`config.mk`:
```
export PLATFORM = sky130hd
export DESIGN_NAME = thermal_frequency_cap_policy_flat
export DESIGN_NICKNAME = d
export VERILOG_FILES = /design/src/design/tfcp_pkg.sv /design/src/design/tfcp_in_if.sv /design/src/design/tfcp_out_if.sv /design/src/design/thermal_frequency_cap_policy.sv /design/src/design/tfcp_decide.sv /design/src/flat_wrapper.sv
export SDC_FILE = /design/constraint.sdc
export NUM_CORES = 1
export LEC_CHECK = 0
export BUFFER_PORTS_ARGS = -buffer_cell sky130_fd_sc_hd__buf_2
export CELL_PAD_IN_SITES_DETAIL_PLACEMENT = 1
export CELL_PAD_IN_SITES_GLOBAL_PLACEMENT = 1
export CORE_ASPECT_RATIO = 0.6
export CORE_MARGIN = 5
export CORE_UTILIZATION = 40
export DETAILED_ROUTE_END_ITERATION = 6
export HOLD_SLACK_MARGIN = 0.06
export PLACE_DENSITY = 0.7
export REMOVE_ABC_BUFFERS = 1
export SYNTH_ARGS = -nofsm -noshare
export SYNTH_HDL_FRONTEND = slang
export SYNTH_SLANG_ARGS = --single-unit
```
`constraint.sdc`:
```
create_clock -name clk -period 14.55 [get_ports clk]
set_input_delay 4.365 -clock clk [delete_from_list [all_inputs] [get_ports clk]]
set_output_delay 4.365 -clock clk [all_outputs]
set_load 0.1 [all_outputs]
```
`src/design/tfcp_pkg.sv`:
```
// ----------------------------------------------------------------------------
// tfcp_pkg
// Shared types, register codes and the throttle level table of the thermal
// frequency cap policy.
// ----------------------------------------------------------------------------
package tfcp_pkg;

  localparam int TempW   = 9;
  localparam int ThrW    = 8;
  localparam int TickW   = 16;
  localparam int CapW    = 32;
  localparam int HoldW   = 16;
  localparam int MarginW = 5;
  localparam int CfgIdxW = 2;
  localparam int CfgDataW = 16;

  // Rows checked per sample; slots past the table repeat the last row.
  localparam int NumLevels  = 5;
  localparam int LevelSlots = 8;
  localparam int LevelIdxW  = $clog2(LevelSlots);

  typedef logic signed [TempW-1:0] temp_t;
  typedef logic [ThrW-1:0]         thr_t;
  typedef logic [TickW-1:0]        tick_t;
  typedef logic [CapW-1:0]         cap_t;
  typedef logic [HoldW-1:0]        hold_t;
  typedef logic [MarginW-1:0]      margin_t;
  typedef logic [CfgIdxW-1:0]      cfg_idx_t;
  typedef logic [CfgDataW-1:0]     cfg_data_t;

  localparam cap_t CapUnlimited = '1;

  localparam cfg_idx_t CFG_BASE_TEMP = cfg_idx_t'(0);
  localparam cfg_idx_t CFG_TICK_MS   = cfg_idx_t'(1);

  localparam thr_t  ThrReset  = thr_t'(70);
  localparam tick_t TickReset = tick_t'(500);

  // Policy state carried from sample to sample.
  typedef struct packed {
    cap_t  cap;
    hold_t hold;
    logic  throttle;
  } tfcp_state_t;

  typedef struct packed {
    margin_t margin;
    cap_t    cap;
    hold_t   hold;
  } level_row_t;

  function automatic level_row_t level_row(input logic [LevelIdxW-1:0] idx);
    level_row_t r;
    case (idx)
      3'd0:    r = '{margin: margin_t'(15), cap: cap_t'(729600),  hold: hold_t'(4000)};
      3'd1:    r = '{margin: margin_t'(12), cap: cap_t'(1190400), hold: hold_t'(3000)};
      3'd2:    r = '{margin: margin_t'(9),  cap: cap_t'(1497600), hold: hold_t'(3000)};
      3'd3:    r = '{margin: margin_t'(5),  cap: cap_t'(1728000), hold: hold_t'(2000)};
      default: r = '{margin: margin_t'(0),  cap: cap_t'(1958400), hold: hold_t'(2000)};
    endcase
    return r;
  endfunction

endpackage

```
`src/design/tfcp_in_if.sv`:
```
// ----------------------------------------------------------------------------
// tfcp_in_if
// Sample channel: valid/ready handshake carrying one temperature item.
// ----------------------------------------------------------------------------
interface tfcp_in_if;
  logic                valid;
  logic                ready;
  tfcp_pkg::temp_t     temperature;

  modport source (output valid, output temperature, input ready);
  modport sink   (input valid, input temperature, output ready);
endinterface

```
`src/design/tfcp_out_if.sv`:
```
// ----------------------------------------------------------------------------
// tfcp_out_if
// Result channel: valid/ready handshake carrying cap, change and throttle flag.
// ----------------------------------------------------------------------------
interface tfcp_out_if;
  logic            valid;
  logic            ready;
  tfcp_pkg::cap_t  freq_cap_khz;
  logic            cap_changed;
  logic            is_throttling;

  modport source (output valid, output freq_cap_khz, output cap_changed,
                  output is_throttling, input ready);
  modport sink   (input valid, input freq_cap_khz, input cap_changed,
                  input is_throttling, output ready);
endinterface

```
`src/design/thermal_frequency_cap_policy.sv`:
```
// ----------------------------------------------------------------------------
// thermal_frequency_cap_policy
// Per-sample CPU frequency cap policy with throttle levels and hold time.
// ----------------------------------------------------------------------------
//
//   channel     dir   handshake     payload
//   ---------   ---   -----------   ------------------------------------------
//   sample_ch   in    valid/ready   temperature (9b signed, deg C)
//   result_ch   out   valid/ready   freq_cap_khz (32b), cap_changed, is_throttling
//   cfg         in    cfg_we        cfg_index (0 threshold, 1 tick), cfg_wdata
//
// One item per cycle sustained while result_ch.ready stays high. An accepted
// item passes an input register, then the policy step into the result
// register, which drives result_ch.valid; the policy state updates in the
// same cycle as the step.
// Reset (rst, synchronous) empties both stages and restores the cap to
// unlimited, hold to zero, not throttling, threshold 70 and tick 500.
// A stalled result holds its register; one further item waits in the input
// register, after which sample_ch.ready drops.
// ----------------------------------------------------------------------------
module thermal_frequency_cap_policy (
  input  logic                 clk,
  input  logic                 rst,
  input  logic                 cfg_we,
  input  tfcp_pkg::cfg_idx_t   cfg_index,
  input  tfcp_pkg::cfg_data_t  cfg_wdata,
  tfcp_in_if.sink              sample_ch,
  tfcp_out_if.source           result_ch
);
  import tfcp_pkg::*;

  // Configuration registers
  thr_t        base_temp;
  tick_t       tick_ms;

  // Input stage
  logic        s1_valid;
  temp_t       s1_temp;

  // Policy state
  tfcp_state_t state;
  tfcp_state_t state_next;
  logic        changed;

  // Result stage
  logic        out_valid;
  cap_t        out_cap;
  logic        out_changed;
  logic        out_throttle;

  logic        advance;

  // Step the held sample whenever the result register is free or draining.
  assign advance         = s1_valid && (!out_valid || result_ch.ready);
  assign sample_ch.ready = !s1_valid || advance;

  always_ff @(posedge clk) begin
    if (rst) begin
      base_temp <= ThrReset;
      tick_ms   <= TickReset;
    end else if (cfg_we) begin
      if (cfg_index == CFG_BASE_TEMP) begin
        base_temp <= cfg_wdata[ThrW-1:0];
      end else if (cfg_index == CFG_TICK_MS) begin
        tick_ms <= cfg_wdata[TickW-1:0];
      end
    end
  end

  always_ff @(posedge clk) begin
    if (rst) begin
      s1_valid <= 1'b0;
    end else if (sample_ch.valid && sample_ch.ready) begin
      s1_valid <= 1'b1;
    end else if (advance) begin
      s1_valid <= 1'b0;
    end
  end

  always_ff @(posedge clk) begin
    if (sample_ch.valid && sample_ch.ready) begin
      s1_temp <= sample_ch.temperature;
    end
  end

  tfcp_decide u_decide (
    .temperature (s1_temp),
    .base_temp   (base_temp),
    .tick_ms     (tick_ms),
    .cur         (state),
    .nxt         (state_next),
    .changed     (changed)
  );

  always_ff @(posedge clk) begin
    if (rst) begin
      state <= '{cap: CapUnlimited, hold: '0, throttle: 1'b0};
    end else if (advance) begin
      state <= state_next;
    end
  end

  always_ff @(posedge clk) begin
    if (rst) begin
      out_valid <= 1'b0;
    end else if (advance) begin
      out_valid <= 1'b1;
    end else if (result_ch.ready) begin
      out_valid <= 1'b0;
    end
  end

  always_ff @(posedge clk) begin
    if (advance) begin
      out_cap      <= state_next.cap;
      out_changed  <= changed;
      out_throttle <= state_next.throttle;
    end
  end

  assign result_ch.valid         = out_valid;
  assign result_ch.freq_cap_khz  = out_cap;
  assign result_ch.cap_changed   = out_changed;
  assign result_ch.is_throttling = out_throttle;

endmodule

```
`src/design/tfcp_decide.sv`:
```
// ----------------------------------------------------------------------------
// tfcp_decide
// Combinational policy step: release check, level match, hold countdown and
// cap update for one sample.
// ----------------------------------------------------------------------------
module tfcp_decide (
  input  tfcp_pkg::temp_t       temperature,
  input  tfcp_pkg::thr_t        base_temp,
  input  tfcp_pkg::tick_t       tick_ms,
  input  tfcp_pkg::tfcp_state_t cur,
  output tfcp_pkg::tfcp_state_t nxt,
  output logic                  changed
);
  import tfcp_pkg::*;

  logic signed [TempW:0] temp_ext;
  logic signed [TempW:0] thr_ext;
  logic signed [TempW:0] limit [LevelSlots];
  level_row_t            rows [LevelSlots];
  logic [LevelSlots-1:0] hit;
  logic                  any_hit;
  level_row_t            sel_row;
  logic                  release_req;
  logic                  attempt;
  cap_t                  new_cap;
  hold_t                 new_hold;
  hold_t                 hold_dec;
  logic                  refused;

  assign temp_ext = {temperature[TempW-1], temperature};
  assign thr_ext  = {{(TempW+1-ThrW){1'b0}}, base_temp};

  // Parallel compares against threshold plus each level's margin.
  always_comb begin
    for (int i = 0; i < LevelSlots; i++) begin
      rows[i]  = level_row(LevelIdxW'(i));
      limit[i] = thr_ext + $signed({{(TempW+1-MarginW){1'b0}}, rows[i].margin});
      hit[i]   = (i < NumLevels) && (temp_ext > limit[i]);
    end
  end

  // First matching level wins.
  always_comb begin
    sel_row = rows[0];
    for (int i = LevelSlots - 1; i >= 0; i--) begin
      if (hit[i]) begin
        sel_row = rows[i];
      end
    end
  end

  assign any_hit     = |hit;
  assign release_req = cur.throttle && (temp_ext < thr_ext);
  assign attempt     = release_req || any_hit;
  assign new_cap     = release_req ? CapUnlimited : sel_row.cap;
  assign new_hold    = release_req ? '0 : sel_row.hold;

  // Saturating countdown, applied on every refused attempt.
  assign hold_dec = (cur.hold < tick_ms) ? '0 : (cur.hold - tick_ms);

  // Raise blocked while hold remains; same cap is refused and only counts the hold down.
  assign refused = ((cur.cap < new_cap) && (hold_dec != '0)) || (cur.cap == new_cap);
  assign changed = attempt && !refused;

  always_comb begin
    nxt = cur;
    if (attempt) begin
      if (refused) begin
        nxt.hold = hold_dec;
      end else begin
        nxt.cap  = new_cap;
        nxt.hold = new_hold;
      end
    end
    if (release_req) begin
      nxt.throttle = !changed;
    end else if (any_hit) begin
      nxt.throttle = 1'b1;
    end
  end

endmodule

```
`src/flat_wrapper.sv`:
```
// flat-port wrapper written by rule: the top's interface ports become plain ports
module thermal_frequency_cap_policy_flat import tfcp_pkg::*;
  (clk, rst, cfg_we, cfg_index, cfg_wdata, sample_ch_valid, sample_ch_temperature, sample_ch_ready, result_ch_valid, result_ch_freq_cap_khz, result_ch_cap_changed, result_ch_is_throttling, result_ch_ready);
  tfcp_in_if sample_ch_i ();
  tfcp_out_if result_ch_i ();
  input  logic clk;
  input  logic rst;
  input  logic cfg_we;
  input  tfcp_pkg::cfg_idx_t cfg_index;
  input  tfcp_pkg::cfg_data_t cfg_wdata;
  input wire logic [$bits(sample_ch_i.valid)-1:0] sample_ch_valid;
  input wire logic [$bits(sample_ch_i.temperature)-1:0] sample_ch_temperature;
  output wire logic [$bits(sample_ch_i.ready)-1:0] sample_ch_ready;
  output wire logic [$bits(result_ch_i.valid)-1:0] result_ch_valid;
  output wire logic [$bits(result_ch_i.freq_cap_khz)-1:0] result_ch_freq_cap_khz;
  output wire logic [$bits(result_ch_i.cap_changed)-1:0] result_ch_cap_changed;
  output wire logic [$bits(result_ch_i.is_throttling)-1:0] result_ch_is_throttling;
  input wire logic [$bits(result_ch_i.ready)-1:0] result_ch_ready;
  assign sample_ch_i.valid = sample_ch_valid;
  assign sample_ch_i.temperature = sample_ch_temperature;
  assign sample_ch_ready = sample_ch_i.ready;
  assign result_ch_valid = result_ch_i.valid;
  assign result_ch_freq_cap_khz = result_ch_i.freq_cap_khz;
  assign result_ch_cap_changed = result_ch_i.cap_changed;
  assign result_ch_is_throttling = result_ch_i.is_throttling;
  assign result_ch_i.ready = result_ch_ready;
  thermal_frequency_cap_policy u_core (.clk(clk), .rst(rst), .cfg_we(cfg_we), .cfg_index(cfg_index), .cfg_wdata(cfg_wdata), .sample_ch(sample_ch_i), .result_ch(result_ch_i));
endmodule
```
* Yosys cells after proc, flatten, opt, wreduce, memory -nomap -nowiden
Cells that the tools add are included.
Storage, ports and cells: memories kept 0, output and inout port bits 36, bits in latches 0, memory bits (writable) 0, ROM bits 0, bits in registers 118
Cells by class: shifts and indexed selects 0, reduce and logical (&&, ||, !) cells 21, multiplexer cells 17, divide/modulo/power cells 0, bitwise logic cells 1, magnitude comparators 8, add/sub/neg operators 5, equal/unequal tests 2, $mul 0
Operators by type and width (count):
- $mux 48 | 5
- $mux 32 | 2
- $mux 16 | 3
- $gt 9x10->1 | 4
- $mux 37 | 1
- $eq 32x32->1 | 1
- $lt 32x32->1 | 1
- $add 8x4->9 const B | 3
- $lt 16x16->1 | 1
- $reduce_bool 16->1 | 1
- $sub 16x16->16 | 1
- $add 8x3->9 const B | 1
- $gt 9x9->1 | 1
- $lt 9x9->1 | 1
- $mux 1 | 6
- $logic_and 1x1->1 | 5
- $reduce_or 5->1 | 1
- $logic_not 1->1 | 4
- $logic_or 1x1->1 | 4
- $reduce_and 2->1 | 2
- $reduce_bool 2->1 | 2
- $reduce_and 3->1 | 1
- $eq 2x1->1 const B | 1
- $logic_not 2->1 | 1
- $not 1->1 | 1

* Logic depth before layout (Yosys ltp)
Gate-level depths: netlist of the first run.
depth in word-level cells 14, gate-level depth with buffers 26, mapped depth without buffers 24

* Cells and area by module
A second synthesis of the first run with hierarchy kept.
Second synthesis, totals: cells, all modules 889, area, all modules 8049.0 µm²
Modules (own cells, without submodules):
- thermal_frequency_cap_policy | area each 4287.9 µm², sequential area each 2792.7 µm², times used 1, cells an instance 365
- tfcp_decide | area each 3761.1 µm², sequential area each 0.0 µm², times used 1, cells an instance 524

* Worst setup path before layout of the first run
No wires, ideal clock.
path type input-to-output, from input result_ch_ready, to output sample_ch_ready, arrival time 5124 ps, data required time 10185 ps, stages 2, path slack 5061 ps, path buffers 0, cells stage by stage nor2b_1 nand2_1
On the way: cells in the longest elaborated chain, start to end 3
RTL lines:
- from (decl) | RTL line flat_wrapper.sv:18 | input wire logic [$bits(result_ch_i.ready)-1:0] result_ch_ready;
- $logic_or 1x1->1 | RTL line thermal_frequency_cap_policy.sv:54 | assign advance = s1_valid && (!out_valid || result_ch.ready);
- $logic_and 1x1->1 | RTL line thermal_frequency_cap_policy.sv:54
- $logic_or 1x1->1 | RTL line thermal_frequency_cap_policy.sv:55 | assign sample_ch.ready = !s1_valid || advance;
- to (decl) | RTL line flat_wrapper.sv:13 | output wire logic [$bits(sample_ch_i.ready)-1:0] sample_ch_ready;
Every way passes these cells.

* Final worst setup path of the first run
Same ends and word-level chain as after synthesis.

==> flow_summary.toml, run 1 <==
[sta]
tightest_slew_ns = 1.176
clock.fmax_mhz = 105.8
min_period_ns = 9.451
post-route-period-util = 0.6496
rsz0062_at_grt = "no"
setup_ws_ns = 5.099
hold_viol = 0
finalMaxSlewViolations = 0
max_slew_margin = 0.2153
setup_viol = 0
fin_worst_skew_ns = 0.007657
fin_setup_tns_ns = 0
fin_hold_ws_ns = 0.4538

[placement]
place_area_sq_mm = 0.007828
port_buffers = 67
dp_hpwl_microns = 15790
placed_cells = 1078
globalplace.congestion = 0.8655
dp_worst_setup_slack_ns = 5.094

[routing]
wl_per_cell_microns = 19.56
vias_per_cell = 5.686
wl_met3_microns = 1012
ant_nets = 0
wl_met2_microns = 9752
drc = 0
via_count = 6312
drtIter0Drc = 349
dr.pass1.iters = 5
met1Wirelength_microns = 10730
dr.max_layer_used = "met4"
wirelength_microns = 21710

[yosys]
netlist_area_sq_mm = 0.007266
synthArstFlopShare = 0
synth_cell_types = 67
ys_seq_area_frac = 0.3844
synth_edf_count = 43
avgSynthCellArea_sq_um = 9.139
synth-main-ff-cell = "dfxtp_1"
synth-seq-cells = 118
ys.warnings.count = 0
synthCells = 795

[die]
core_area_sq_mm = 0.01797
die_y_microns = 114.4
row_count = 38
fp.dieW_microns = 184.0
io_pins = 68
start_util = 0.4043
dieArea_sq_mm = 0.02105

[cells_and_area]
areaGrowthSynthToFinish_pct = 15.69
final_cell_area_sq_mm = 0.008406
final_core_util = 0.4677
layout_commonest_cell = "ha_1"
fill_cells = 2110
n_antenna_cell = 0
fin_nets = 978
mostFrequentLayoutCells = "88 x ha_1, 75 x dfxtp_1, 73 x a21oi_1, 73 x nand2_1, 67 x buf_2"
drive_gt1_frac = 0.1379
finalNonFillerCells = 1110

[global_routing]
antenna_found_initial = 0
gr-total-overflow = 0
first_global_vias = 6473
track_usage = 0.2112
grt_pass1_wl_microns = 35110
grt_start_max_net_pins = 41

[critical_path]
crit_buf_inv = 2
reg2regPathDepth = 23
path_cells = "buf_2 > nor2b_1 > nand2_1 > buf_2"
slowest_stage = "buf_2"
endpoint_kind = "output port"
cp-start-kind = "input pin"
reg2reg_slack_ns = 7.17
max_stage_delay_ns = 0.30
required_ns = 10.18
crit_fanout = 4
r2r-end = "u_core.result_ch.freq_cap_khz[18]"
r2r_start = "u_core.base_temp[3]"
crit_type = "in -> out"
critPathArrivalTime_ns = 5.09
cp_top_family = "buffers and inverters"
crit_top_cell = "buf_2"

[clock_network]
postCtsSetupBuffers = 0
postCtsHoldBufs = 0
cts_tree = "yes"
clk_pin_slew_ns = 0.06
cts_root_buf = "clkbuf_16"
clock_latency_ns = 0.43
cts_buffers = 17
cts_resized = 0
ctsHtreeMaxLevel = 4
clockBufferDepth = 2
cts_sinks = 118

[pwr]
ir_worst_vdd_mv = 0.07617
p_leak_nw = 3.550
power_mw = 1.079
p_per_area_mw_per_mm2 = 128.4

[hold_path]
hold_class = "reg -> reg"
min_path_cells = 2
hp-start = "u_core.tick_ms[12]"
holdPathEnd = "u_core.tick_ms[12]"

[run]
cap_violations = 0

[status]
status = "complete, no violations"
[layer usage]
layer,GRT usage,up-vias
met1,0.2988,3109
met4,0.04973,0
met3,0.04889,19
met5,0,-
met2,0.3294,148
li1,-,3036
[power breakdown]
group / internal [mW] / leakage, nW / switching, mW
clock: 0.268 / 0.279 / 0.153
sequential: 0.371 / 1.02 / 0.0146
combinational: 0.0837 / 2.25 / 0.189
[sequential cells by signal, indices dropped and copies added, names as in the netlist]
name	flops
u_core.state	49
u_core.result_ch.freq_cap_khz	32
u_core.tick_ms	16
u_core.s1_temp	9
u_core.base_temp	8
u_core.result_ch.cap_changed	1
u_core.result_ch.is_throttling	1
u_core.result_ch.valid	1
u_core.s1_valid	1
[synthesized netlist by cell type, drive strengths merged, types with 3 or more instances]
master | n | area [sq um]
o21a | 3 | 22.52
clkinv | 3 | 11.26
and4 | 3 | 26.28
nand2 | 73 | 274.0
a21oi | 75 | 382.9
a211oi | 8 | 60.06
nand2b | 4 | 25.02
a21o | 54 | 405.4
or3 | 4 | 25.02
nand3b | 3 | 22.52
nor4 | 4 | 40.04
nand4 | 12 | 75.07
o21ai | 39 | 195.2
nand3 | 31 | 155.2
inv | 38 | 142.6
a21boi | 6 | 45.04
o31ai | 6 | 50.05
edfxtp | 43 | 1291
nor2b | 7 | 43.79
nor2 | 58 | 217.7
o211ai | 19 | 142.6
or4 | 4 | 33.78
xnor2 | 26 | 227.7
ha | 88 | 1101
and2 | 4 | 25.02
and3 | 6 | 37.54
a221oi | 3 | 32.53
nor3 | 19 | 95.09
dfxtp | 75 | 1501
xor2 | 6 | 52.55
buf | 12 | 86.33
clkbuf | 23 | 86.33
mux2 | 3 | 41.29
[worst max path at each step]
stage                     depth (start not counted)         endpoint  slack (ns)             from
after floorplan                                   2  sample_ch_ready        5.06  result_ch_ready
after CTS                                         4  sample_ch_ready        5.09  result_ch_ready
after global routing                              4  sample_ch_ready        5.01  result_ch_ready
after detailed placement                          4  sample_ch_ready        5.09  result_ch_ready
final                                             4  sample_ch_ready        5.10  result_ch_ready
after global placement                            4  sample_ch_ready        5.16  result_ch_ready
[final cells by class]
class	instances	area, sq um	area share
inverters	41	153.9	0.01831
clock inverters	10	133.9	0.01593
flip-flops and latches	118	2793	0.3322
multi-input cells	601	4163	0.4952
well taps	240	300.3	0.03572
repair buffers	78	417.9	0.04972
clock buffers	22	444.2	0.05284
[kinds of logic (layout without fill, tap and decap cells)]
logic type,count (synthesis),in the layout,share of synthesized area
AND/OR/NAND/NOR,239,239,0.1589
XOR/XNOR,32,32,0.03857
adder cells (fa/ha/maj),89,89,0.1543
buffers and inverters,76,151,0.04495
AO/OA/AOI/OAI,237,237,0.2118
multiplexers,4,4,0.007061
flip-flops,118,118,0.3844
[worst reg2reg max path, stage by stage, from the launching register on]
cell,delay (ns)
dfxtp_1,0.50
clkinv_1,0.33
ha_1,0.38
a21oi_1,0.19
xnor2_1,0.09
ha_1,0.33
nand4_1,0.16
nor4b_1,0.49
nor3_1,0.10
o31ai_1,0.14
buf_4,0.24
nand2_1,0.14
o21ai_0,0.57
inv_1,0.14
ha_1,0.34
nand4_1,0.14
or4_1,0.55
nor4_1,0.53
or4_1,0.28
nor4_4,0.07
a21oi_2,0.16
or2_1,0.55
buf_4,0.36
mux2_4,0.33
Power figures use the tool's default switching activity.
==> run 2: changes to the inputs <==
==> constraint.sdc (replaced) <==
create_clock -name clk -period 8.9 [get_ports clk]
set_input_delay 2.67 -clock clk [delete_from_list [all_inputs] [get_ports clk]]
set_output_delay 2.67 -clock clk [all_outputs]
set_load 0.1 [all_outputs]
==> run 2 against run 1 <==
Compared with the run above:
- global-route usage grew 0.46 points
- sequential power grew 64%
- die area is the same
- total power grew 64%
- combinational power grew 63%
- design area is essentially flat
- critical path type is now reg -> reg
- critical endpoint is now u_core.result_ch.freq_cap_khz[15]
==> flow_summary.toml, run 2 (same netlist as run 1, synthesis figures left out) <==
[hold_path]
hold_class = "reg -> reg"

[critical_path]
crit_type = "reg -> reg"
critPathArrivalTime_ns = 7.53
cp-start-kind = "flop"
required_ns = 9.07
crit_fanout = 33
endpoint_kind = "flop"

[clock_network]
cts_root_buf = "clkbuf_16"
postCtsSetupBuffers = 0
ctsHtreeMaxLevel = 4
postCtsHoldBufs = 0
cts_tree = "yes"
clock_latency_ns = 0.43
clockBufferDepth = 2
clk_pin_slew_ns = 0.06
cts_sinks = 118
cts_buffers = 17
cts_resized = 0

[routing]
ant_nets = 0
drtIter0Drc = 422
drc = 0
wirelength_microns = 21940
wl_per_cell_microns = 19.78
via_count = 6296
vias_per_cell = 5.677
dr.pass1.iters = 5

[pwr]
p_sw_mw = 0.6150
switching_share = 0.3485
seqPwrFrac = 0.358
p_leak_nw = 3.557
combPwrFrac = 0.252
clkPwrFrac = 0.391
ir_worst_vdd_mv = 0.1190
power_mw = 1.765
p_per_area_mw_per_mm2 = 209.9
p_int_mw = 1.150

[cells_and_area]
multi_input_area_sq_mm = 0.004163
n_antenna_cell = 0
finalNonFillerCells = 1109
fill_cells = 2105
largest_reg_flops = 49
fin_nets = 977
mostFrequentLayoutCells = "88 x ha_1, 75 x dfxtp_1, 73 x a21oi_1, 73 x nand2_1, 67 x buf_2"
layout_commonest_cell = "ha_1"
drive_gt1_frac = 0.1438
seq_area_sq_mm = 0.002793
areaGrowthSynthToFinish_pct = 15.71
regMostFlops = "u_core.state"

[global_routing]
use_met2 = 0.3448
antenna_found_initial = 0
grt_start_max_net_pins = 41
grt_pass1_wl_microns = 35940
track_usage = 0.2158
gr-total-overflow = 0
top_usage_layer = "met2"
grt_util_met3 = 0.04698
first_global_vias = 6657
grt.met1_usage = 0.3007

[die]
start_util = 0.4043
dieArea_sq_mm = 0.02105
core_area_sq_mm = 0.01797
fp.dieW_microns = 184.0
die_y_microns = 114.4
io_pins = 68
row_count = 38

[sta]
clock.fmax_mhz = 135.8
tightest_slew_ns = 1.289
fin_worst_skew_ns = 0.01193
hold_viol = 0
setup_ws_ns = 1.539
post-route-period-util = 0.8271
rsz0062_at_grt = "no"
fin_setup_tns_ns = 0
finalMaxSlewViolations = 0
min_period_ns = 7.361
setup_viol = 0
fin_hold_ws_ns = 0.4600
max_slew_margin = 0.1405

[placement]
port_buffers = 67
dp_hpwl_microns = 16320
placed_cells = 1077
dp_worst_setup_slack_ns = 1.676
globalplace.congestion = 0.9081

[status]
status = "complete, no violations"

[run]
cap_violations = 0
run 2: changes by cell type in the layout (fill, tap and decap cells not counted), sizes merged:
| cell | before | now |
|---|---|---|
| inv | 38 | 46 |
| clkbuf | 22 | 19 |
| bufinv | 3 | 1 |
| clkinv | 9 | 7 |
| buf | 78 | 77 |
| clkinvlp | 1 | 0 |
run 2: final timing paths:
| check | depth (start not counted) | from | slack [ns] | end |
|---|---|---|---|---|
| hold / removal | 2 | u_core.tick_ms[9] | 0.46 | u_core.tick_ms[9] |
| setup reg to reg | 22 | u_core.base_temp[4] | 1.54 | u_core.result_ch.freq_cap_khz[15] |
| hold reg to reg | 2 | u_core.tick_ms[9] | 0.46 | u_core.tick_ms[9] |
| setup / recovery | 22 | u_core.base_temp[4] | 1.54 | u_core.result_ch.freq_cap_khz[15] |
run 2: cell type report:
| class | instances | area share |
|---|---|---|
| sequential | 118 | 0.3322 |
| clock inverter | 13 | 0.01592 |
| tap | 240 | 0.03572 |
| multi-input combinational | 601 | 0.4952 |
| timing repair buffer | 77 | 0.04882 |
| inverter | 41 | 0.01831 |
| clock buffer | 19 | 0.05388 |
run 2: routing by layer:
metal,up-vias,share of wire
met2,128,0.45
met3,27,0.045
li1,3030,-
met4,0,0.011
met1,3111,0.49
met5,-,0
run 2: through the flow:
stage | cell area (sq um) | utilization
finish | 8407 | 0.4678
global route | 8407 | 0.4678
CTS | 8407 | 0.4678
detailed placement | 7820 | 0.4351
global placement | 7820 | 0.4351
floorplan | 7093 | -
run 2: worst max-delay path, cell delays in order, from the launching register on:
cell and delay [ns]:
dfxtp_1 0.54, clkinv_1 0.37, a21o_1 0.30, nor3_1 0.22, xnor2_1 0.13, ha_1 0.31
nand4_1 0.17, nor4b_1 0.47, nor3_1 0.10, o31ai_1 0.13, buf_4 0.22, nand2_1 0.13
o21ai_0 0.64, inv_1 0.15, ha_1 0.33, nand4_1 0.14, or4_1 0.56, nor4_1 0.37
or4_1 0.25, nor4_4 0.07, a21oi_2 0.16, or2_1 0.97, mux2_4 0.35
run 2: power groups by stage:
stage	Clock (mW)	Combinational, mW	Sequential (mW)
final	0.689	0.445	0.631
after global placement	0	0.422	0.640
after detailed placement	0	0.438	0.642
after global routing	0.727	0.483	0.635
after floorplan	0	0.223	0.734
after CTS	0.701	0.443	0.631
